File: config.mk
export PLATFORM = sky130hd
export DESIGN_NAME = base64_f32le_sample_decoder_flat
export DESIGN_NICKNAME = d
export VERILOG_FILES = /design/src/rtl/b64f_pkg.sv /design/src/rtl/b64f_if.sv /design/src/rtl/base64_f32le_sample_decoder.sv /design/src/flat_wrapper.sv
export SDC_FILE = /design/constraint.sdc
export NUM_CORES = 1
export LEC_CHECK = 0
export BUFFER_PORTS_ARGS = -buffer_cell sky130_fd_sc_hd__buf_2
export CAP_MARGIN = 20
export CORE_ASPECT_RATIO = 0.5
export CORE_MARGIN = 10
export CORE_UTILIZATION = 52
export DETAILED_ROUTE_END_ITERATION = 12
export PLACE_DENSITY = 0.76
export SETUP_SLACK_MARGIN = 0.05
export SLEW_MARGIN = 30
export SYNTH_ARGS = -nofsm -noshare
export SYNTH_HDL_FRONTEND = slang
export SYNTH_SLANG_ARGS = --single-unit
File: constraint.sdc
create_clock -name clk -period 4.98 [get_ports clk]
set_input_delay 0.747 -clock clk [delete_from_list [all_inputs] [get_ports clk]]
set_output_delay 0.747 -clock clk [all_outputs]
set_load 0.05 [all_outputs]
File: src/rtl/b64f_pkg.sv
// Package with shared types, constants and the character decode table for the base64 sample decoder.
`timescale 1ns / 1ps

package b64f_pkg;

  // Field widths fixed by the block's interface.
  localparam int unsigned CHAR_W   = 8;
  localparam int unsigned WORD_W   = 32;
  localparam int unsigned COUNT_W  = 18;
  localparam int unsigned CFG_W    = 18;
  localparam int unsigned STATUS_W = 3;

  // Word counter saturates at its all-ones value.
  localparam logic [COUNT_W-1:0] COUNT_MAX = '1;

  // Reset value of the sample limit register.
  localparam logic [CFG_W-1:0] MAX_SAMPLES_RESET = CFG_W'(48000);

  // Character codes of interest.
  localparam logic [CHAR_W-1:0] CH_UPPER_A = 8'h41;
  localparam logic [CHAR_W-1:0] CH_UPPER_Z = 8'h5a;
  localparam logic [CHAR_W-1:0] CH_LOWER_A = 8'h61;
  localparam logic [CHAR_W-1:0] CH_LOWER_Z = 8'h7a;
  localparam logic [CHAR_W-1:0] CH_DIGIT_0 = 8'h30;
  localparam logic [CHAR_W-1:0] CH_DIGIT_9 = 8'h39;
  localparam logic [CHAR_W-1:0] CH_PLUS    = 8'h2b;
  localparam logic [CHAR_W-1:0] CH_SLASH   = 8'h2f;
  localparam logic [CHAR_W-1:0] CH_PAD     = 8'h3d;

  // Sextet offsets of the alphabet ranges.
  localparam logic [CHAR_W-1:0] SX_LOWER_BASE = 8'd26;
  localparam logic [CHAR_W-1:0] SX_DIGIT_BASE = 8'd52;
  localparam logic [5:0]        SX_PLUS       = 6'd62;
  localparam logic [5:0]        SX_SLASH      = 6'd63;

  // Block status codes, in the order reported on the result channel.
  typedef enum logic [STATUS_W-1:0] {
    ST_OK        = 3'd0,
    ST_LENGTH    = 3'd1,
    ST_NOWORD    = 3'd2,
    ST_TOOMANY   = 3'd3,
    ST_BADCHAR   = 3'd4,
    ST_NONFINITE = 3'd5
  } status_t;

  // Decoded character: legal flag and sextet value (zero when illegal).
  typedef struct packed {
    logic       legal;
    logic [5:0] value;
  } sextet_t;

  // Map one character code onto its base64 sextet.
  function automatic sextet_t sextet_of(input logic [CHAR_W-1:0] c);
    sextet_t     s;
    logic [CHAR_W-1:0] t;
    s = '0;
    t = '0;
    if (c >= CH_UPPER_A && c <= CH_UPPER_Z) begin
      t = c - CH_UPPER_A;
      s = '{legal: 1'b1, value: t[5:0]};
    end else if (c >= CH_LOWER_A && c <= CH_LOWER_Z) begin
      t = c - CH_LOWER_A + SX_LOWER_BASE;
      s = '{legal: 1'b1, value: t[5:0]};
    end else if (c >= CH_DIGIT_0 && c <= CH_DIGIT_9) begin
      t = c - CH_DIGIT_0 + SX_DIGIT_BASE;
      s = '{legal: 1'b1, value: t[5:0]};
    end else if (c == CH_PLUS) begin
      s = '{legal: 1'b1, value: SX_PLUS};
    end else if (c == CH_SLASH) begin
      s = '{legal: 1'b1, value: SX_SLASH};
    end
    return s;
  endfunction

endpackage

File: src/rtl/b64f_if.sv
// Valid/ready channel interfaces for the character input and the sample result.
`timescale 1ns / 1ps

interface b64f_in_if
  import b64f_pkg::*;
();
  logic              valid;
  logic              ready;
  logic [CHAR_W-1:0] char_code;
  logic              last;

  modport source (output valid, output char_code, output last, input ready);
  modport sink   (input valid, input char_code, input last, output ready);
endinterface

interface b64f_out_if
  import b64f_pkg::*;
();
  logic                valid;
  logic                ready;
  logic                word_valid;
  logic [WORD_W-1:0]   sample_bits;
  logic [COUNT_W-1:0]  word_index;
  logic                block_done;
  logic [STATUS_W-1:0] status;

  modport source (output valid, output word_valid, output sample_bits, output word_index,
                  output block_done, output status, input ready);
  modport sink   (input valid, input word_valid, input sample_bits, input word_index,
                  input block_done, input status, output ready);
endinterface

File: src/rtl/base64_f32le_sample_decoder.sv
// Top level of the strict base64 decoder that assembles little-endian float samples.
//
// Usage:
//   chars   - sink channel, one base64 character per transaction; last marks the
//             final character of a block.
//   samples - source channel; a transaction is produced for every completed
//             32-bit word and for every last character (both may coincide).
//             On the last character block_done is set and status holds the
//             block verdict; if it is not OK, all words of that block are void.
//   cfg_wr_en / cfg_wr_data - writes the sample limit; write only while idle.
// A result appears on samples in the cycle after its character is taken.
// Throughput: one character per cycle when not stalled; the decode table, byte
//   packing and the status compare sit between the input and the result register.
// The result register lets a new character be taken while a result waits; when
//   the receiver stalls with a result held, chars.ready drops until it is taken.
// Reset clears the decode state and the result valid flag and sets the sample
//   limit to 48000; the limit in force is also capped at MAX_SAMPLES_BOUND.
`timescale 1ns / 1ps

module base64_f32le_sample_decoder
  import b64f_pkg::*;
#(
  parameter int unsigned MAX_SAMPLES_BOUND = 262143
) (
  input  logic             clk,
  input  logic             rst,
  b64f_in_if.sink          chars,
  b64f_out_if.source       samples,
  input  logic             cfg_wr_en,
  input  logic [CFG_W-1:0] cfg_wr_data
);

  // Width wide enough for both the register and the bound.
  localparam int unsigned BOUND_W = $clog2(MAX_SAMPLES_BOUND + 1);
  localparam int unsigned LIM_W   = (BOUND_W > CFG_W) ? BOUND_W : CFG_W;
  localparam logic [LIM_W-1:0] BOUND = LIM_W'(MAX_SAMPLES_BOUND);

  // Decode state.
  logic [1:0]         qpos, qpos_next;
  logic [5:0]         prev, prev_next;
  logic [1:0]         pad_seen, pad_seen_next;
  logic               closed, closed_next;
  logic [23:0]        bacc, bacc_next;
  logic [1:0]         bcnt, bcnt_next;
  logic [COUNT_W-1:0] wcount, wcount_next;
  status_t            sticky, sticky_next;
  logic [CFG_W-1:0]   max_samples;

  // Result register.
  logic                out_valid;
  logic                res_word_valid;
  logic [WORD_W-1:0]   res_bits;
  logic [COUNT_W-1:0]  res_index;
  logic                res_done;
  status_t             res_status;

  // Combinational results for the current character.
  sextet_t            sx_dec;
  logic [5:0]         sx;
  logic               pad;
  logic               bad;
  logic               have;
  logic [7:0]         data_byte;
  logic [1:0]         pad_upd;
  logic               word_done;
  logic [WORD_W-1:0]  word;
  logic [LIM_W-1:0]   limit;
  status_t            block_status;
  logic               produce;
  logic               accept;

  assign accept      = chars.valid && chars.ready;
  assign chars.ready = !out_valid || samples.ready;

  // Limit in force is the register capped at the bound.
  assign limit = (LIM_W'(max_samples) > BOUND) ? BOUND : LIM_W'(max_samples);

  // Character check, byte extraction and word assembly.
  always_comb begin
    sx_dec        = sextet_of(chars.char_code);
    sx            = sx_dec.legal ? sx_dec.value : 6'd0;
    pad           = (chars.char_code == CH_PAD);
    bad           = closed;
    have          = 1'b0;
    data_byte     = '0;
    pad_upd       = pad_seen;

    case (qpos)
      2'd0: begin
        if (!sx_dec.legal) bad = 1'b1;
      end
      2'd1: begin
        if (!sx_dec.legal) bad = 1'b1;
        data_byte = {prev, sx[5:4]};
        have      = 1'b1;
      end
      2'd2: begin
        if (pad) begin
          pad_upd = 2'd1;
          if (prev[3:0] != 4'd0) bad = 1'b1;
        end else begin
          if (!sx_dec.legal) bad = 1'b1;
          data_byte = {prev[3:0], sx[5:2]};
          have      = 1'b1;
        end
      end
      default: begin
        if (pad_seen != 2'd0) begin
          if (pad) pad_upd = 2'd2;
          else     bad = 1'b1;
        end else if (pad) begin
          pad_upd = 2'd1;
          if (prev[1:0] != 2'd0) bad = 1'b1;
        end else begin
          if (!sx_dec.legal) bad = 1'b1;
          data_byte = {prev[1:0], sx};
          have      = 1'b1;
        end
      end
    endcase

    // Bad character outranks OK and non-finite only.
    sticky_next = sticky;
    if (bad && (sticky == ST_OK || sticky == ST_NONFINITE)) sticky_next = ST_BADCHAR;

    // Quartet bookkeeping.
    if (qpos == 2'd3) begin
      prev_next     = '0;
      closed_next   = closed || (pad_upd != 2'd0);
      pad_seen_next = '0;
    end else begin
      prev_next     = sx;
      closed_next   = closed;
      pad_seen_next = pad_upd;
    end
    qpos_next = qpos + 2'd1;

    // Byte packing into the word, first byte lowest.
    word        = {data_byte, bacc};
    word_done   = have && (bcnt == 2'd3);
    bacc_next   = bacc;
    bcnt_next   = bcnt;
    wcount_next = wcount;
    if (word_done) begin
      bacc_next = '0;
      bcnt_next = '0;
      if (wcount == COUNT_MAX) sticky_next = ST_TOOMANY;
      else                     wcount_next = wcount + COUNT_W'(1);
      if (word[30:23] == 8'hff && sticky_next == ST_OK) sticky_next = ST_NONFINITE;
    end else if (have) begin
      case (bcnt)
        2'd0:    bacc_next[7:0]   = data_byte;
        2'd1:    bacc_next[15:8]  = data_byte;
        default: bacc_next[23:16] = data_byte;
      endcase
      bcnt_next = bcnt + 2'd1;
    end

    // Block verdict on the last character.
    if (qpos_next != 2'd0) begin
      block_status = ST_LENGTH;
    end else if (bcnt_next != 2'd0 || wcount_next == '0) begin
      block_status = ST_NOWORD;
    end else if (sticky_next == ST_TOOMANY || LIM_W'(wcount_next) > limit) begin
      block_status = ST_TOOMANY;
    end else begin
      block_status = sticky_next;
    end

    produce = word_done || chars.last;
  end

  // Decode state and configuration register.
  always_ff @(posedge clk) begin
    if (rst) begin
      qpos        <= '0;
      prev        <= '0;
      pad_seen    <= '0;
      closed      <= 1'b0;
      bacc        <= '0;
      bcnt        <= '0;
      wcount      <= '0;
      sticky      <= ST_OK;
      max_samples <= MAX_SAMPLES_RESET;
    end else begin
      if (cfg_wr_en) max_samples <= cfg_wr_data;
      if (accept) begin
        if (chars.last) begin
          qpos     <= '0;
          prev     <= '0;
          pad_seen <= '0;
          closed   <= 1'b0;
          bacc     <= '0;
          bcnt     <= '0;
          wcount   <= '0;
          sticky   <= ST_OK;
        end else begin
          qpos     <= qpos_next;
          prev     <= prev_next;
          pad_seen <= pad_seen_next;
          closed   <= closed_next;
          bacc     <= bacc_next;
          bcnt     <= bcnt_next;
          wcount   <= wcount_next;
          sticky   <= sticky_next;
        end
      end
    end
  end

  // Result register valid flag.
  always_ff @(posedge clk) begin
    if (rst) begin
      out_valid <= 1'b0;
    end else if (accept) begin
      out_valid <= produce;
    end else if (samples.ready) begin
      out_valid <= 1'b0;
    end
  end

  // Result register payload.
  always_ff @(posedge clk) begin
    if (accept && produce) begin
      res_word_valid <= word_done;
      res_bits       <= word_done ? word : '0;
      res_index      <= word_done ? wcount : '0;
      res_done       <= chars.last;
      res_status     <= chars.last ? block_status : ST_OK;
    end
  end

  assign samples.valid        = out_valid;
  assign samples.word_valid   = res_word_valid;
  assign samples.sample_bits  = res_bits;
  assign samples.word_index   = res_index;
  assign samples.block_done   = res_done;
  assign samples.status       = res_status;

endmodule

File: src/flat_wrapper.sv
// flat-port wrapper written by rule: the top's interface ports become plain ports
module base64_f32le_sample_decoder_flat import b64f_pkg::*;
#(
  parameter int unsigned MAX_SAMPLES_BOUND = 262143
)
  (clk, rst, cfg_wr_en, cfg_wr_data, chars_valid, chars_char_code, chars_last, chars_ready, samples_valid, samples_word_valid, samples_sample_bits, samples_word_index, samples_block_done, samples_status, samples_ready);
  b64f_in_if chars_i ();
  b64f_out_if samples_i ();
  input  logic clk;
  input  logic rst;
  input  logic cfg_wr_en;
  input  logic [CFG_W-1:0] cfg_wr_data;
  input wire logic [$bits(chars_i.valid)-1:0] chars_valid;
  input wire logic [$bits(chars_i.char_code)-1:0] chars_char_code;
  input wire logic [$bits(chars_i.last)-1:0] chars_last;
  output wire logic [$bits(chars_i.ready)-1:0] chars_ready;
  output wire logic [$bits(samples_i.valid)-1:0] samples_valid;
  output wire logic [$bits(samples_i.word_valid)-1:0] samples_word_valid;
  output wire logic [$bits(samples_i.sample_bits)-1:0] samples_sample_bits;
  output wire logic [$bits(samples_i.word_index)-1:0] samples_word_index;
  output wire logic [$bits(samples_i.block_done)-1:0] samples_block_done;
  output wire logic [$bits(samples_i.status)-1:0] samples_status;
  input wire logic [$bits(samples_i.ready)-1:0] samples_ready;
  assign chars_i.valid = chars_valid;
  assign chars_i.char_code = chars_char_code;
  assign chars_i.last = chars_last;
  assign chars_ready = chars_i.ready;
  assign samples_valid = samples_i.valid;
  assign samples_word_valid = samples_i.word_valid;
  assign samples_sample_bits = samples_i.sample_bits;
  assign samples_word_index = samples_i.word_index;
  assign samples_block_done = samples_i.block_done;
  assign samples_status = samples_i.status;
  assign samples_i.ready = samples_ready;
  base64_f32le_sample_decoder #(.MAX_SAMPLES_BOUND(MAX_SAMPLES_BOUND)) u_core (.clk(clk), .rst(rst), .chars(chars_i), .samples(samples_i), .cfg_wr_en(cfg_wr_en), .cfg_wr_data(cfg_wr_data));
endmodule
After elaboration in Yosys (flattened, before gate mapping) --
Cells that the tools add are included.
Word-level totals: memories 0, ROM bits 0, latch bits 0, memory bits (writable) 0, register bits 132
Cells by class: shifts and indexed selects 0, divide/modulo/power cells 0, order comparisons 8, reduce and logical (&&, ||, !) cells 39, $add $sub $neg 8, multipliers 0, multiplexer cells 56, bitwise logic cells 1, equal/unequal tests 13
Operators with widths (number):
- 18-bit two-way mux | 4
- 24-bit two-way mux | 3
- 8-bit two-way mux | 6
- 7-bit two-way mux | 5
- 8-bit by 6-bit == test with 1-bit output, second input constant | 3
- 8-bit one-hot mux with 3 select lines | 1
- 2-bit two-way mux | 11
- 18-bit by 1-bit adder with 18-bit output, second input constant | 1
- 18-bit == test, second input constant | 1
- 18-bit greater-than comparator | 1
- 18-bit greater-than comparator, second input constant | 1
- 18-bit zero test | 1
- 3-bit two-way mux | 6
- 6-bit two-way mux | 3
- 8-bit by 7-bit >= comparator with 1-bit output, second input constant | 2
- 8-bit by 7-bit <= comparator with 1-bit output, second input constant | 2
- 1-bit two-way mux | 14
- 2-bit nonzero test | 7
- 6-bit subtractor, second input constant | 2
- 3-bit AND reduction | 3
- 3-bit nonzero test | 3
- 8-bit == test, second input constant | 1
- 8-bit by 6-bit >= comparator with 1-bit output, second input constant | 1
- 8-bit by 6-bit <= comparator with 1-bit output, second input constant | 1
- 22 further kinds | 42

Logic depth before layout (Yosys ltp) --
Gate-level depths: netlist of the first run.
word-level depth 23, gate-level depth with buffers 19

Least setup slack after synthesis of the first run --
No wires, ideal clock.
path kind input to register, start input chars_char_code[1], end register u_core.res_status[0] (netlist: u_core.samples.status[0]), data pin, library setup time 0.255 ns, data arrival time 3.637 ns, required time 4.725 ns, stages 18, setup slack 1.088 ns, cell sequence inv_1 ha_1 nand3b_1 o221ai_4 a21o_2 clkbuf_1 nor2_1 nand2_1 nand2_1 ha_1 nor2b_1 o21a_1 o21a_1 o21ai_0 a21oi_1 o21ai_0 o2111ai_1 and3_1
Between the ends: longest elaborated chain between the ends 23, elaborated cells on any way between the ends 58, those cells by class add/sub (5); order compare (7); eq/ne (5); mux (30); reduce/logical (11)
RTL lines:
- start, declared | RTL line flat_wrapper.sv:14 | input wire logic [$bits(chars_i.char_code)-1:0] chars_char_code;
- parallel branches: the longest is 21 deep, another holds 6-bit subtractor
- 2-bit two-way mux (*) | RTL line base64_f32le_sample_decoder.sv:162 | end else if (bcnt_next != 2'd0 || wcount_next == '0) begin
- 1-bit two-way mux (*) | RTL line base64_f32le_sample_decoder.sv:160 | if (qpos_next != 2'd0) begin
- end signal, assigned | RTL line base64_f32le_sample_decoder.sv:229 | res_status <= chars.last ? block_status : ST_OK;
- end, declared | RTL line base64_f32le_sample_decoder.sv:55 | status_t res_status;
Every way passes the cells marked *. The select of a mux whose other input is x is not followed. A chain may end at the register's enable or synchronous reset.

Final worst setup path of the first run --
start register u_core.wcount[1], end register u_core.res_status[0] (netlist: u_core.samples.status[0]), data pin
Between the ends: longest elaborated chain between the ends 12, elaborated cells on any way between the ends 18, those cells by class add/sub (1); order compare (1); eq/ne (2); mux (9); reduce/logical (5)
RTL lines:
- start, declared | RTL line base64_f32le_sample_decoder.sv:45 | logic [COUNT_W-1:0] wcount, wcount_next;
- start signal, assigned | RTL line base64_f32le_sample_decoder.sv:204 | wcount <= wcount_next;
- parallel branches: the longest is 10 deep, another holds 18-bit by 1-bit adder with 18-bit output
- 2-bit two-way mux (*) | RTL line base64_f32le_sample_decoder.sv:162
- 1-bit two-way mux (*) | RTL line base64_f32le_sample_decoder.sv:160
Marks and branches as above.

==> run metrics, run 1 <==
crit path time final=4.68 ns; slowest cell on the critical path=nor4_1; most frequent cells in the layout=nor2_1, buf_2, dfxtp_1, edfxtp_1, nand2_1; Core Util, Final=0.618; cts hold-fix bufs=0; CTS tree=built; Initial DRC Count=614; Routed WL per cell=18.6 µm; PostCTS Resize Cnt=0; Mapped Nets=836; RSZ-0062 raised after global routing=no; Most Crowded Layer GR=met2; vias=6118; dpl ws=0.393 ns; DR vias/cell=5.85; Main synth FF type=dfxtp_1; Sink Count=132; H-Tree Depth=4; clock skew=0.00726 ns; register area share after synthesis=0.444; final hold violations=0; initial antenna violation count=0; Area Growth Syn to Fin=16.3%; status=finished, final reports clean; DRC=0; routability congestion estimate=0.961; Worst EP arrival=4.86 ns; Die Height=103 µm; largest stage delay on the critical path=0.55 ns; layout cells sized above 1=0.181; Mapped Cells=768; core footprint=13600 µm²; clk slew on worst S/H paths=0.06 ns; Port Buffer Count=88; Synth cell types=75; # setup viols final=0; Post-CTS Setup Bufs=0; Yosys warnings=0; worst slew pin tran=0.763 ns; most common cell after layout, fill and taps aside=nor2_1; vias in the first global route=5842; PD cells=328 nW/µm²; Row Count=30; Initial Utilization=0.531; Max clock buf depth=2; Slew HR=0.491; WP data required=5.16 ns; synthesized area=7200 µm²; Die W=186 µm; Die ar.=19200 µm²; Setup TNS=0 ns; Pins Over Slew Limit=0; Final HPWL DP=14100 µm; # nets final=909; syn_area_per_cell=9.37 µm²; ANT cells=0; met3 usage=0.0643; fin crit share=0.940; Pleak=3.40 nW; Peak VDD IR=0.000249 V; maximum clock frequency=214 MHz; startpoint type of the worst setup path=flip-flop; largest net degree at the start of global routing=70; Crit Path Category=flip-flop to flip-flop; WL final=19500 µm; PnR worst setup slack=0.301 ns; MaxCap Viol Count=0; antenna viol nets, final=0; I/O pin total=89; worst hold-check path type=flip-flop to flip-flop; Post-synth ARST share=0; Clock Latency Late Sink=0.42 ns; met1 GRT Util=0.269; Synth Register Bits=132; cts bufs inserted=17; Critical Path Sink Type=flip-flop; maximum fanout along the worst path=8; cell mode on critical path=nand2_1; EDFF count, synth=55; Pre-antenna DRT Iters=6; clock root buffer=clkbuf_16; All-Layer GR Usage=0.200; first-pass GRT wire length=30700 µm; met2 Resource Use GR=0.303; crit-path cells=ha_1 > nand2_1 > nor4_1 > nand2_1 > nand2_1 > nor2_1 > xor2_1 > ha_1 > a21o_1 > a21o_1 > a21oi_1 > o2111ai_1 > o21ai_0 > o2111ai_1 > and3_1; total gr overflow=0; total chip power=0.00275 W
where the power goes:
group	switching (W)	internal [W]	total, W
Combinational	0.000191	0.0000729	0.000264
Sequential	0.0000116	0.00115	0.00116
Clock	0.000517	0.000801	0.00132
critical path: cells and delay by family (launching register included):
family / cells / cell delay (ns)
xor gates and xnor gates: 1 / 0.28
AOI/OAI and AO/OA: 6 / 1.29
DFF: 1 / 0.49
adders and majority gates: 2 / 0.68
and+or+nand+nor: 6 / 1.69
kinds of logic (layout without fill, tap and decap cells):
kind of cell / count (synthesis) / in the layout / share of synthesized area
simple gates: 307 / 307 / 0.222
flops: 132 / 132 / 0.444
fa+ha+maj: 36 / 36 / 0.0626
mux: 29 / 29 / 0.0405
xor+xnor: 21 / 21 / 0.0256
compound gates: 159 / 159 / 0.155
buf+inv: 84 / 170 / 0.0508
cell usage after synthesis, types with 8 or more instances:
cell,instances,area [µm²]
xnor2_1,14,123
ha_1,36,450
nand4_1,9,56.3
dfxtp_1,77,1540
a211oi_1,8,60.1
and2_1,47,294
nand2_1,52,195
inv_1,36,135
o211ai_1,8,60.1
nor2_1,107,402
clkbuf_1,30,113
nand3_1,17,85.1
edfxtp_1,55,1650
mux2i_1,28,280
nor3_1,17,85.1
o21ai_0,23,115
a22oi_1,29,218
a21oi_1,36,180
a31oi_1,8,50.1
path summary, 6_finish.rpt:
kind	startpoint	endpoint	slack (ns)	depth (start not counted)
max	u_core.wcount[1]	u_core.samples.status[0]	0.30	15
min	u_core.prev[5]	u_core.prev[5]	0.45	2
max reg2reg	u_core.wcount[1]	u_core.samples.status[0]	0.30	15
min reg2reg	u_core.prev[5]	u_core.prev[5]	0.45	2
sequential cells by signal, indices dropped and copies added (netlist names):
register	cells
u_core.bacc	24
u_core.bcnt	2
u_core.closed	1
u_core.max_samples	18
u_core.pad_seen	2
u_core.prev	6
u_core.qpos	2
u_core.samples.block_done	1
u_core.samples.sample_bits	32
u_core.samples.status	3
u_core.samples.valid	1
u_core.samples.word_index	18
u_core.samples.word_valid	1
u_core.sticky	3
u_core.wcount	18
metal layers:
metal | vias up | routed length (µm)
met5 | - | 0
met4 | 0 | 346
met3 | 34 | 1580
met2 | 265 | 8240
met1 | 2920 | 9320
li1 | 2899 | -
stage by stage:
step / instance area, µm² / hold slack (ns) / instances
4_1_cts: 8370 / 0.458 / 1046
3_5_place_dp: 7750 / 0.450 / 1014
6_report: 8370 / 0.454 / 1046
3_3_place_gp: 7750 / 0.442 / 1014
5_1_grt: 8370 / 0.501 / 1046
2_1_floorplan: 7200 / 0.432 / 768
cell type report:
cell class                      instances  area (µm²)
Clock buffer                           17         425
Inverter                               37         139
Multi-Input combinational cell        552        3640
Clock inverter                         15         190
Timing Repair Buffer                  101         538
Sequential cell                       132        3190
Fill cell                            1152        5180
Tap cell                              192         240
(Power assumes the default switching activity.)
==> run 2, diff against run 1 <==
==> constraint.sdc (replaced) <==
create_clock -name clk -period 4.98 [get_ports clk]
set_input_delay 0 -clock clk [delete_from_list [all_inputs] [get_ports clk]]
set_output_delay 0 -clock clk [all_outputs]
set_load 0.05 [all_outputs]
==> run 2 against run 1 <==
- final cell count grew 1.2%
- combinational power rose by 2%
- highest routed layer unchanged
- register-to-register slack improved by 0.11 ns
- sequential share of layout area fell by 0.52 points
- critical path depth stayed put
- largest cell class unchanged
- die area is the same
- final area grew 1.4%
==> run metrics, run 2 (synthesized netlist as in run 1, its figures left out) <==
crit-path cells=ha_1 > nand3b_1 > o221ai_4 > a21o_2 > inv_1 > buf_4 > and4_4 > xor2_1 > ha_1 > a21o_1 > a21oi_1 > o2111ai_1 > o21ai_0 > o2111ai_1 > and3_1; vias=6038; worst hold-check path type=primary input to flip-flop; startpoint type of the worst setup path=flip-flop; crit path time final=4.57 ns; DRC=0; sequential share of power=0.436; Sink Count=132; maximum clock frequency=219 MHz; vias in the first global route=5703; core footprint=13600 µm²; RR Endpoint=u_core.samples.status[0]; Crit Path Category=flip-flop to flip-flop; final hold violations=0; Area Growth Syn to Fin=17.9%; antenna viol nets, final=0; clock root buffer=clkbuf_16; Initial Utilization=0.531; WP data required=5.15 ns; largest net degree at the start of global routing=71; # setup viols final=0; reg2reg start=u_core.qpos[0]; Die Height=103 µm; clk slew on worst S/H paths=0.06 ns; Die ar.=19200 µm²; Final HPWL DP=13500 µm; max FFs per register=32; Int Power=0.00195 W; Max clock buf depth=2; clock skew=0.0101 ns; Clk pwr share=0.463; first-pass GRT wire length=29900 µm; DR vias/cell=5.70; total gr overflow=0; maximum fanout along the worst path=57; PnR worst setup slack=0.408 ns; Psw=0.000719 W; Setup TNS=0 ns; hold_sp=chars_last; largest stage delay on the critical path=0.52 ns; I/O pin total=89; slowest cell on the critical path=ha_1; met3 usage=0.0602; Initial DRC Count=631; WHS Endpoint=u_core.samples.block_done; reg2reg path depth=15; Pre-antenna DRT Iters=6; layout cells sized above 1=0.172; Clock Latency Late Sink=0.42 ns; ANT cells=0; PD cells=315 nW/µm²; Worst EP arrival=4.74 ns; Sw Share=0.270; fin crit share=0.918; status=finished, final reports clean; Comb pwr share=0.101; delay-heaviest family, CP=compound AO/OA/AOI/OAI gates; RSZ-0062 raised after global routing=no; hold depth=1; R2R setup slack=0.41 ns; Pins Over Slew Limit=0; Pleak=3.44 nW; most common cell after layout, fill and taps aside=nor2_1; # nets final=922; Slew HR=0.411; Critical Path Sink Type=flip-flop; worst slew pin tran=0.880 ns; Most Crowded Layer GR=met2; Port Buffer Count=88; MaxCap Viol Count=0; Row Count=30; Die W=186 µm; cts bufs inserted=17; WL final=18600 µm; dpl ws=0.503 ns; All-Layer GR Usage=0.192; Peak VDD IR=0.000219 V; met1 GRT Util=0.262; CTS tree=built; Worst Path Buf+Inv=2; total chip power=0.00267 W; fill count=1092; met2 Resource Use GR=0.292; most frequent cells in the layout=nor2_1, buf_2, dfxtp_1, edfxtp_1, nand2_1; Post-CTS Setup Bufs=0; Routed WL per cell=17.6 µm; H-Tree Depth=4; initial antenna violation count=0; routability congestion estimate=0.971
==> run 2: cell count changes in the layout (fill, tap and decap cells not counted), sizes merged <==
cell	change
bufinv	-2
clkinvlp	+1
dlygate4sd3	+19
inv	-2
clkbuf	+1
clkinv	+2
buf	-6
==> run 2: worst max-delay path by stage <==
stage,from,endpoint,slack [ns],depth (start not counted)
after floorplan,u_core.wcount[1],u_core.samples.status[0],1.42,17
after global placement,u_core.qpos[0],u_core.samples.status[0],0.68,15
after detailed placement,u_core.qpos[0],u_core.samples.status[0],0.50,15
after CTS,u_core.qpos[0],u_core.samples.status[0],0.50,15
after global routing,u_core.qpos[1],u_core.samples.status[0],0.13,18
final,u_core.qpos[0],u_core.samples.status[0],0.41,15
==> run 2: timing repair <==
action	in CTS	in global routing
hold buffers	19	0
endpoints found under the setup margin	0	0
resized for setup	0	0
endpoints found under the hold margin	19	0
==> run 2: layer usage <==
layer,share of wire,routed length [µm],vias up
li1,-,-,2919
met1,0.48,8990,2839
met2,0.42,7850,252
met3,0.086,1610,28
met4,0.010,188,0
met5,0,0,-
==> run 2: stage by stage <==
stage | instance area (µm²) | std cells | hold WS, ns | util
after floorplan | 7200 | 768 | 0.0989 | -
after global placement | 7700 | 1008 | 0.237 | 0.569
after detailed placement | 7710 | 1008 | 0.235 | 0.569
after CTS | 8480 | 1059 | 0.0776 | 0.626
after global routing | 8480 | 1059 | 0.0944 | 0.626
final | 8480 | 1059 | 0.0968 | 0.626
==> run 2: power by group through the flow <==
stage | Combinational (W) | Sequential (W) | Clock, W
2_1_floorplan | 0.000124 | 0.00125 | 0
3_3_place_gp | 0.000255 | 0.00119 | 0
3_5_place_dp | 0.000259 | 0.00119 | 0
4_1_cts | 0.000271 | 0.00116 | 0.00125
5_1_grt | 0.000292 | 0.00117 | 0.00129
6_report | 0.000270 | 0.00116 | 0.00124
==> run 2: area by class of cell <==
class	instances	area, µm²	share of cell area
Multi-Input combinational cell	552	3640	0.429
Inverter	37	141	0.0167
Timing Repair Buffer	114	683	0.0805
Sequential cell	132	3190	0.376
Tap cell	192	240	0.0283
Clock inverter	14	146	0.0173
Clock buffer	18	439	0.0518
